<file path="config.mk">
export PLATFORM = sky130hd
export DESIGN_NAME = erd_mac
export DESIGN_NICKNAME = d
export VERILOG_FILES = /design/src/erd_pkg.sv /design/src/erd_mac.sv
export SDC_FILE = /design/constraint.sdc
export NUM_CORES = 1
export LEC_CHECK = 0
export BUFFER_PORTS_ARGS = -buffer_cell sky130_fd_sc_hd__buf_2
export CAP_MARGIN = 20
export CORE_MARGIN = 5
export CORE_UTILIZATION = 35
export CTS_CLUSTER_SIZE = 12
export DETAILED_ROUTE_END_ITERATION = 8
export MAX_ROUTING_LAYER = met4
export SYNTH_ARGS = -nofsm -noshare
export SYNTH_HDL_FRONTEND = slang
export SYNTH_SLANG_ARGS = --single-unit
</file>
<file path="constraint.sdc">
create_clock -name i_clk -period 8.55 [get_ports i_clk]
set_input_delay 0.855 -clock i_clk [delete_from_list [all_inputs] [get_ports i_clk]]
set_output_delay 0.855 -clock i_clk [all_outputs]
set_load 0.01 [all_outputs]
</file>
<file path="src/erd_pkg.sv">
package erd_pkg;

    localparam int unsigned TAP_COUNT = 19;
    localparam int unsigned TAP_W     = 5;
    localparam int unsigned SAMPLE_W  = 16;
    localparam int unsigned GAIN_W    = 17;
    localparam int unsigned PROD_W    = SAMPLE_W + GAIN_W;
    localparam int unsigned ACC_W     = 40;
    localparam int unsigned FRAC_W    = 15;

    localparam logic [TAP_W-1:0] TAP_LAST = TAP_W'(TAP_COUNT - 1);

    // reflection times in units of 10 us
    localparam int unsigned TAP_TIME [TAP_COUNT] = '{
        0, 1277, 1283, 1293, 1333, 1566, 2404, 2679, 2731, 2737,
        2914, 2920, 2981, 3389, 4518, 4522, 4527, 5452, 6958
    };

    // tap gains, signed Q2.15
    localparam logic signed [GAIN_W-1:0] TAP_GAIN [TAP_COUNT] = '{
        17'sd32768, 17'sd5000, -17'sd13425, 17'sd9778, 17'sd5089,
        17'sd4725, -17'sd10237, -17'sd13684, -17'sd30772, 17'sd22695,
        -17'sd18963, 17'sd18946, 17'sd13782, 17'sd12970, 17'sd11305,
        -17'sd17567, 17'sd13664, 17'sd6383, 17'sd5072
    };

    typedef enum logic [3:0] {
        S_IDLE  = 4'b0001,
        S_READ  = 4'b0010,
        S_DRAIN = 4'b0100,
        S_DONE  = 4'b1000
    } t_state;

    // per-read control travelling alongside the memory read
    typedef struct packed {
        logic             vld;
        logic             first;
        logic             last;
        logic             hit;
        logic [TAP_W-1:0] tap;
    } t_mac_ctrl;

endpackage

</file>
<file path="src/erd_mac.sv">
module erd_mac (
    input  logic                                 i_clk,
    input  logic                                 i_rst_n,
    input  erd_pkg::t_mac_ctrl                   i_ctrl,
    input  logic signed [erd_pkg::SAMPLE_W-1:0]  i_rdata,
    output logic                                 o_done,
    output logic signed [erd_pkg::SAMPLE_W-1:0]  o_result
);

    localparam int unsigned SHIFT_W = erd_pkg::ACC_W - erd_pkg::FRAC_W;

    erd_pkg::t_mac_ctrl                      r_c1;
    erd_pkg::t_mac_ctrl                      r_c2;
    logic signed [erd_pkg::PROD_W-1:0]       r_prod;
    logic signed [erd_pkg::ACC_W-1:0]        r_acc;
    logic                                    r_done;

    logic signed [erd_pkg::SAMPLE_W-1:0]     w_data;
    logic signed [erd_pkg::PROD_W-1:0]       w_prod;
    logic signed [erd_pkg::ACC_W-1:0]        w_round;
    logic signed [SHIFT_W-1:0]               w_shift;

    // control follows the read data through the pipe
    always_ff @(posedge i_clk) begin
        if (!i_rst_n) begin
            r_c1   <= '0;
            r_c2   <= '0;
            r_done <= 1'b0;
        end else begin
            r_c1   <= i_ctrl;
            r_c2   <= r_c1;
            r_done <= r_c2.vld && r_c2.last;
        end
    end

    // entries never written since reset read as zero
    assign w_data = r_c1.hit ? i_rdata : '0;
    assign w_prod = w_data * erd_pkg::TAP_GAIN[r_c1.tap];

    // multiply stage
    always_ff @(posedge i_clk) begin
        r_prod <= w_prod;
    end

    // accumulate stage
    always_ff @(posedge i_clk) begin
        if (r_c2.vld) begin
            if (r_c2.first) begin
                r_acc <= erd_pkg::ACC_W'(r_prod);
            end else begin
                r_acc <= r_acc + erd_pkg::ACC_W'(r_prod);
            end
        end
    end

    // round to nearest (half up) and saturate
    assign w_round = r_acc + erd_pkg::ACC_W'(signed'(41'sd16384));
    assign w_shift = SHIFT_W'(w_round >>> erd_pkg::FRAC_W);

    always_comb begin
        priority if (w_shift > SHIFT_W'(signed'(33'sd32767))) begin
            o_result = 16'sh7FFF;
        end else if (w_shift < -SHIFT_W'(signed'(33'sd32768))) begin
            o_result = 16'sh8000;
        end else begin
            o_result = w_shift[erd_pkg::SAMPLE_W-1:0];
        end
    end

    assign o_done = r_done;

endmodule

</file>
==> flow_summary.ini, run 1 <==
[outcome]
status = finished clean

[clock_network]
clk_path_buf_depth = 2
clk_pin_slew_ps = 80
hold_buffers = 0
root_buffer = clkbuf_16
htreeDepth = 3
cts_resized = 0
post_cts_buffers = 0
cts-buffers-inserted = 9
cts_sinks = 86
cts_tree = done
insertion_delay_ps = 380

[sta]
finalSetupTns_ps = 0
tightest_slew_ps = 974
setup_violations = 0
rsz0062_at_grt = false
max_freq_mhz = 128
fin_hold_ws_ps = 432
maxSlewViolCount = 0
hold_violations = 0
min_period_over_period = 0.915
period_needed_ps = 7830
relSlewSlack = 0.351
finClkSkew_ps = 21.2

[synthesis]
yosys_most_used_dff = dfxtp_1
yosysTopAreaCell = fa_1
netlist_instances = 1949
synth_nets = 2384
async_reset_ff_frac = 0
synth_top_cell_area_share = 0.336
synth_area_leaders = fa_1 34%, ha_1 9.8%, inv_1 8.8%
yosysWarnings = 0
synth_edf_count = 40
syn-cell-area_um2 = 16600
syn_area_per_cell_um2 = 8.50
ys_seq_elements = 86
netlist-cell-type-count = 88
seq_area_frac_synth = 0.128

[critical_path]
crit_path_cell_trace = clkinv_1 > o21ai_0 > a21oi_1 > nor2b_1 > buf_4 > nand2_1 > fa_1 > fa_1 > inv_1 > fa_1 > fa_1 > fa_1 > inv_1 > fa_1 > inv_1 > ha_1 > a21o_1 > nor4_1 > o311ai_1 > nand3_1 > nand2_1 > a311oi_1
critical_path.max_stage_delay_ps = 800
cp_data_required_time_ps = 8820
crit_type = flip-flop to flip-flop
endpoint_kind = flip-flop
worstPathMaxFanout = 23
critPathLaunchType = flip-flop
cp_slowest_cell = dfxtp_1
path_common_cell = fa_1
cp.arrival_ps = 8100

[global_route]
grtUsageMet3 = 0.0315
grt_pass1_wl_um = 73400
grtUsageTotal = 0.183
antenna_found_initial = 0
first_global_vias = 14100
grt_max_degree = 78
busiest_layer = met2
use_met2 = 0.296
use_met1 = 0.240
grt_overflow = 0

[die]
coreArea_um2 = 46700
rows = 79
start_util = 0.355
dieWidth_um = 228
dieArea_um2 = 51800
chipHeight_um = 228
boundaryPins = 44

[routing]
drc = 0
viasPerCell = 5.16
avgRoutedWirePerCell_um = 17.1
ant_nets = 0
vias = 13300
drt_iter0_drc = 956
drtPass1Iterations = 7
wirelength_um = 44000

[power]
power_mw = 3.39
p_leak_nw = 8.30
power-per-cell-area_nw_per_um2 = 191
irDropWorstVdd_mv = 0.114

[cells_and_area]
nets = 2397
drive_above_1_share = 0.0580
fillers = 4794
final_util = 0.381
num_antenna_cells = 0
final_area_um2 = 17800
syn2layout_area_growth_pct = 7.29

[place]
post-dp-hpwl_um = 36600
gp_congestion = 0.940
port_buffers = 43
post_dp_cell_area_um2 = 17500

[worst_hold_path]
min_path_type = flip-flop to flip-flop

[flow_run]
drv_cap = 0
-- logic make-up after synthesis --
kind of cell | share of synthesized area
buffers and inverters | 0.103
XOR/XNOR | 0.0391
adder cells (fa/ha/maj) | 0.434
multiplexers | 0.00589
flip-flops | 0.128
AO/OA/AOI/OAI | 0.125
AND/OR/NAND/NOR | 0.165
-- per-stage QoR --
step / setup slack [ps] / std cells
global placement: 709 / 2557
detailed placement: 543 / 2557
floorplan: 1120 / 1949
finish: 724 / 2574
CTS: 493 / 2573
global route: 112 / 2574
-- path summary, 6_finish.rpt --
| check | start | end | slack, ps | cells past startpoint |
|---|---|---|---|---|
| worst min register to register | r_c1[8] | r_c2[8] | 430 | 1 |
| worst max-delay path | r_c1[2] | r_prod[32] | 720 | 22 |
| worst min-delay path | r_c1[8] | r_c2[8] | 430 | 1 |
| worst max register to register | r_c1[2] | r_prod[32] | 720 | 22 |
-- synth_stat cells, types with 14 or more instances --
cell type and count:
o21ai_0 63, o21ai_1 18, and2_1 31, clkbuf_1 58
nor2_1 203, inv_1 387, o31ai_1 14, and3_1 15
ha_1 130, xor2_1 22, xnor2_1 52, fa_1 278
nand2_1 233, dfxtp_1 46, nor3_1 19, a21oi_1 67
o21a_1 19, a21o_1 21, nand3_1 39, edfxtp_1 40
-- state kept, by name, indices dropped and copies added (netlist names) --
register,count
o_done,1
r_acc,40
r_c1,9
r_c2,3
r_prod,33
-- power by group --
part	total, mW	leakage [nW]	internal, mW	switching (mW)
logic	2.30	7.41	0.937	1.36
registers	0.685	0.753	0.587	0.0978
clock network	0.409	0.134	0.217	0.192
total	3.39	8.30	1.74	1.65
-- cell type report --
class                      count  area [um2]  area share
multi-input combinational   1411       12700       0.717
timing repair buffer          66         400      0.0225
clock inverter                 5        40.0     0.00225
inverter                     388        1460      0.0819
sequential                    86        2130       0.120
tap                          607         759      0.0427
clock buffer                  11         254      0.0143
-- critical path, delay by kind of cell (launching register included) --
kind | cells | cell delay [ps]
fa+ha+maj | 7 | 3820
compound gates | 5 | 1230
buf+inv | 5 | 990
simple gates | 5 | 870
flops | 1 | 800
-- cell usage in the layout (no fill, tap or decap), drive strengths merged, types with 8 or more instances in the layout --
cell,n
a211oi,11
a21o,22
a21oi,68
a31oi,10
and2,33
and3,15
buf,66
clkbuf,11
dfxtp,46
edfxtp,40
fa,278
ha,130
inv,389
nand2,233
nand2b,9
nand3,39
nand4,13
nor2,203
nor2b,8
nor3,21
nor3b,8
o21a,19
o21ai,81
o21bai,13
o31ai,17
xnor2,52
xor2,22
-- per-layer routing --
layer / part of all wire / vias to the layer above
met5: 0 / -
met4: 0.026 / 0
met1: 0.44 / 6609
met2: 0.47 / 365
li1: - / 6229
met3: 0.059 / 67
Power figures use the tool's default switching activity.
==> run 2, diff against run 1 <==
--- a/config.mk
+++ b/config.mk
@@ -11,6 +11,7 @@
 export CORE_UTILIZATION = 35
 export CTS_CLUSTER_SIZE = 12
 export DETAILED_ROUTE_END_ITERATION = 8
+export GPL_TIMING_DRIVEN = 0
 export MAX_ROUTING_LAYER = met4
 export SYNTH_ARGS = -nofsm -noshare
 export SYNTH_HDL_FRONTEND = slang
==> run 2 against run 1 <==
Against the previous run: sequential power rose by 1%; flip-flop and latch count did not move; cell count rose by 1.9%; die area did not move; global-route usage rose by 0.79 points; clock power rose by 1%; hold slack improved by 1.4 ps; non-clock buffer count rose by 48; clock-buffer cell count did not move; critical path type unchanged; clock skew rose by 1.6 ps.
==> flow_summary.ini, run 2 (synthesis results as in run 1) <==
[cells_and_area]
drive_above_1_share = 0.0596
final_util = 0.386
nets = 2445
largest_register = r_acc
final_cell_mix = 386 x inv_1, 277 x fa_1, 233 x nand2_1
fillers = 4828
num_antenna_cells = 0
syn2layout_area_growth_pct = 8.69
layout_commonest_cell = inv_1
reg_top3 = r_acc: 40 flops, r_prod: 33 flops, r_c1: 9 flops
largest_reg_flops = 40

[routing]
avgRoutedWirePerCell_um = 17.7
ant_nets = 0
drtPass1Iterations = 8
drt_iter0_drc = 862
drc = 0
vias = 13500
viasPerCell = 5.16
wirelength_um = 46400

[critical_path]
r2r_start = r_c1[0]
cp_slowest_cell = fa_1
cp.arrival_ps = 8460
cp_data_required_time_ps = 8820
rrSetupSlack_ps = 360
crit_type = flip-flop to flip-flop
critPathLaunchType = flip-flop
critical_path.max_stage_delay_ps = 550
r2r_cells = 26
path_common_cell = fa_1
worstPathMaxFanout = 10
r2r_end = r_prod[32]
endpoint_kind = flip-flop

[sta]
hold_violations = 0
min_period_over_period = 0.958
period_needed_ps = 8190
max_freq_mhz = 122
maxSlewViolCount = 0
relSlewSlack = 0.341
setup_violations = 0
finalSetupTns_ps = 0
rsz0062_at_grt = false
tightest_slew_ps = 980
finClkSkew_ps = 22.8

[clock_network]
hold_buffers = 0
clk_pin_slew_ps = 80
cts_sinks = 86
root_buffer = clkbuf_16
htreeDepth = 3
insertion_delay_ps = 390
cts_tree = done
clk_path_buf_depth = 2
cts-buffers-inserted = 9

[die]
rows = 79
start_util = 0.355
boundaryPins = 44
coreArea_um2 = 46700
dieWidth_um = 228
dieArea_um2 = 51800
chipHeight_um = 228

[power]
power_frac_clock = 0.121
power_frac_comb = 0.676
swShare = 0.491
power_frac_seq = 0.203
p_int_mw = 1.74
p_switching_mw = 1.68
irDropWorstVdd_mv = 0.0931
p_leak_nw = 8.38
power-per-cell-area_nw_per_um2 = 190

[worst_hold_path]
hold_end = r_c2[8]
hold_depth = 1
min_path_type = flip-flop to flip-flop
hp-start = r_c1[8]

[global_route]
grt_pass1_wl_um = 75400
grt_overflow = 0
grtUsageTotal = 0.191
first_global_vias = 14400
grt_max_degree = 22
antenna_found_initial = 0

[outcome]
status = finished clean

[flow_run]
drv_cap = 0

[place]
post-dp-hpwl_um = 38400
port_buffers = 43
gp_congestion = 0.999
-- run 2: cell count changes in the layout (fill, tap and decap cells not counted), moves of 3 or more --
cell      delta
buf_2        +4
o21ai_2      +3
buf_4       -16
buf_1        +4
clkbuf_1    +51
-- run 2: power groups by stage --
stage	Combinational, mW	Clock [mW]	Sequential (mW)
2_1_floorplan	1.77	0	0.650
6_report	2.31	0.414	0.694
3_5_place_dp	2.28	0	0.699
5_1_grt	2.63	0.447	0.702
4_1_cts	2.29	0.430	0.690
3_3_place_gp	2.22	0	0.700
-- run 2: layer usage --
metal	GRT usage	part of all wire	up-vias
met1	0.238	0.43	6702
met3	0.0365	0.061	105
met2	0.314	0.47	404
li1	-	-	6329
met4	0.0660	0.034	0
met5	-	0	-
-- run 2: critical path: cells and delay by family (launching register included) --
family / cells / cell delay, ps
flip-flops: 1 / 420
buffers and inverters: 7 / 990
adder cells (fa/ha/maj): 8 / 4010
AO/OA/AOI/OAI: 4 / 1170
AND/OR/NAND/NOR: 7 / 1480
-- run 2: timing repair --
| action | CTS | global route |
|---|---|---|
| buffers inserted | 0 | 3 |
| resized for setup | 7 | 18 |
| pin swaps | 0 | 0 |
| endpoints found under the setup margin | 5 | 11 |
-- run 2: metrics by stage --
step	power (mW)	worst slack [ps]	hold slack, ps	cells	area [um2]
finish	3.42	360	433	2622	18000
global placement	2.92	-828	417	2599	17500
floorplan	2.42	1120	412	1949	16600
global route	3.78	15.4	444	2622	18000
CTS	3.41	30.3	437	2620	17900
detailed placement	2.97	-466	421	2606	17600
-- run 2: layout make-up --
class	instances	area [um2]	area share
multi-input combinational	1411	12800	0.712
sequential	86	2120	0.118
inverter	388	1460	0.0811
tap	607	759	0.0422
timing repair buffer	53	303	0.0168
clock buffer	11	253	0.0140
buffer	61	244	0.0135
clock inverter	5	40.0	0.00222
-- run 2: worst max path at each step --
stage	startpoint	to	slack (ps)	cells after the start
3_3_place_gp	r_c1[0]	r_prod[32]	-830	26
5_1_grt	r_c1[0]	r_prod[31]	20	26
6_report	r_c1[0]	r_prod[32]	360	26
2_1_floorplan	r_c1[0]	r_prod[32]	1120	26
4_1_cts	r_c1[0]	r_prod[32]	30	26
3_5_place_dp	r_c1[0]	r_prod[32]	-470	26
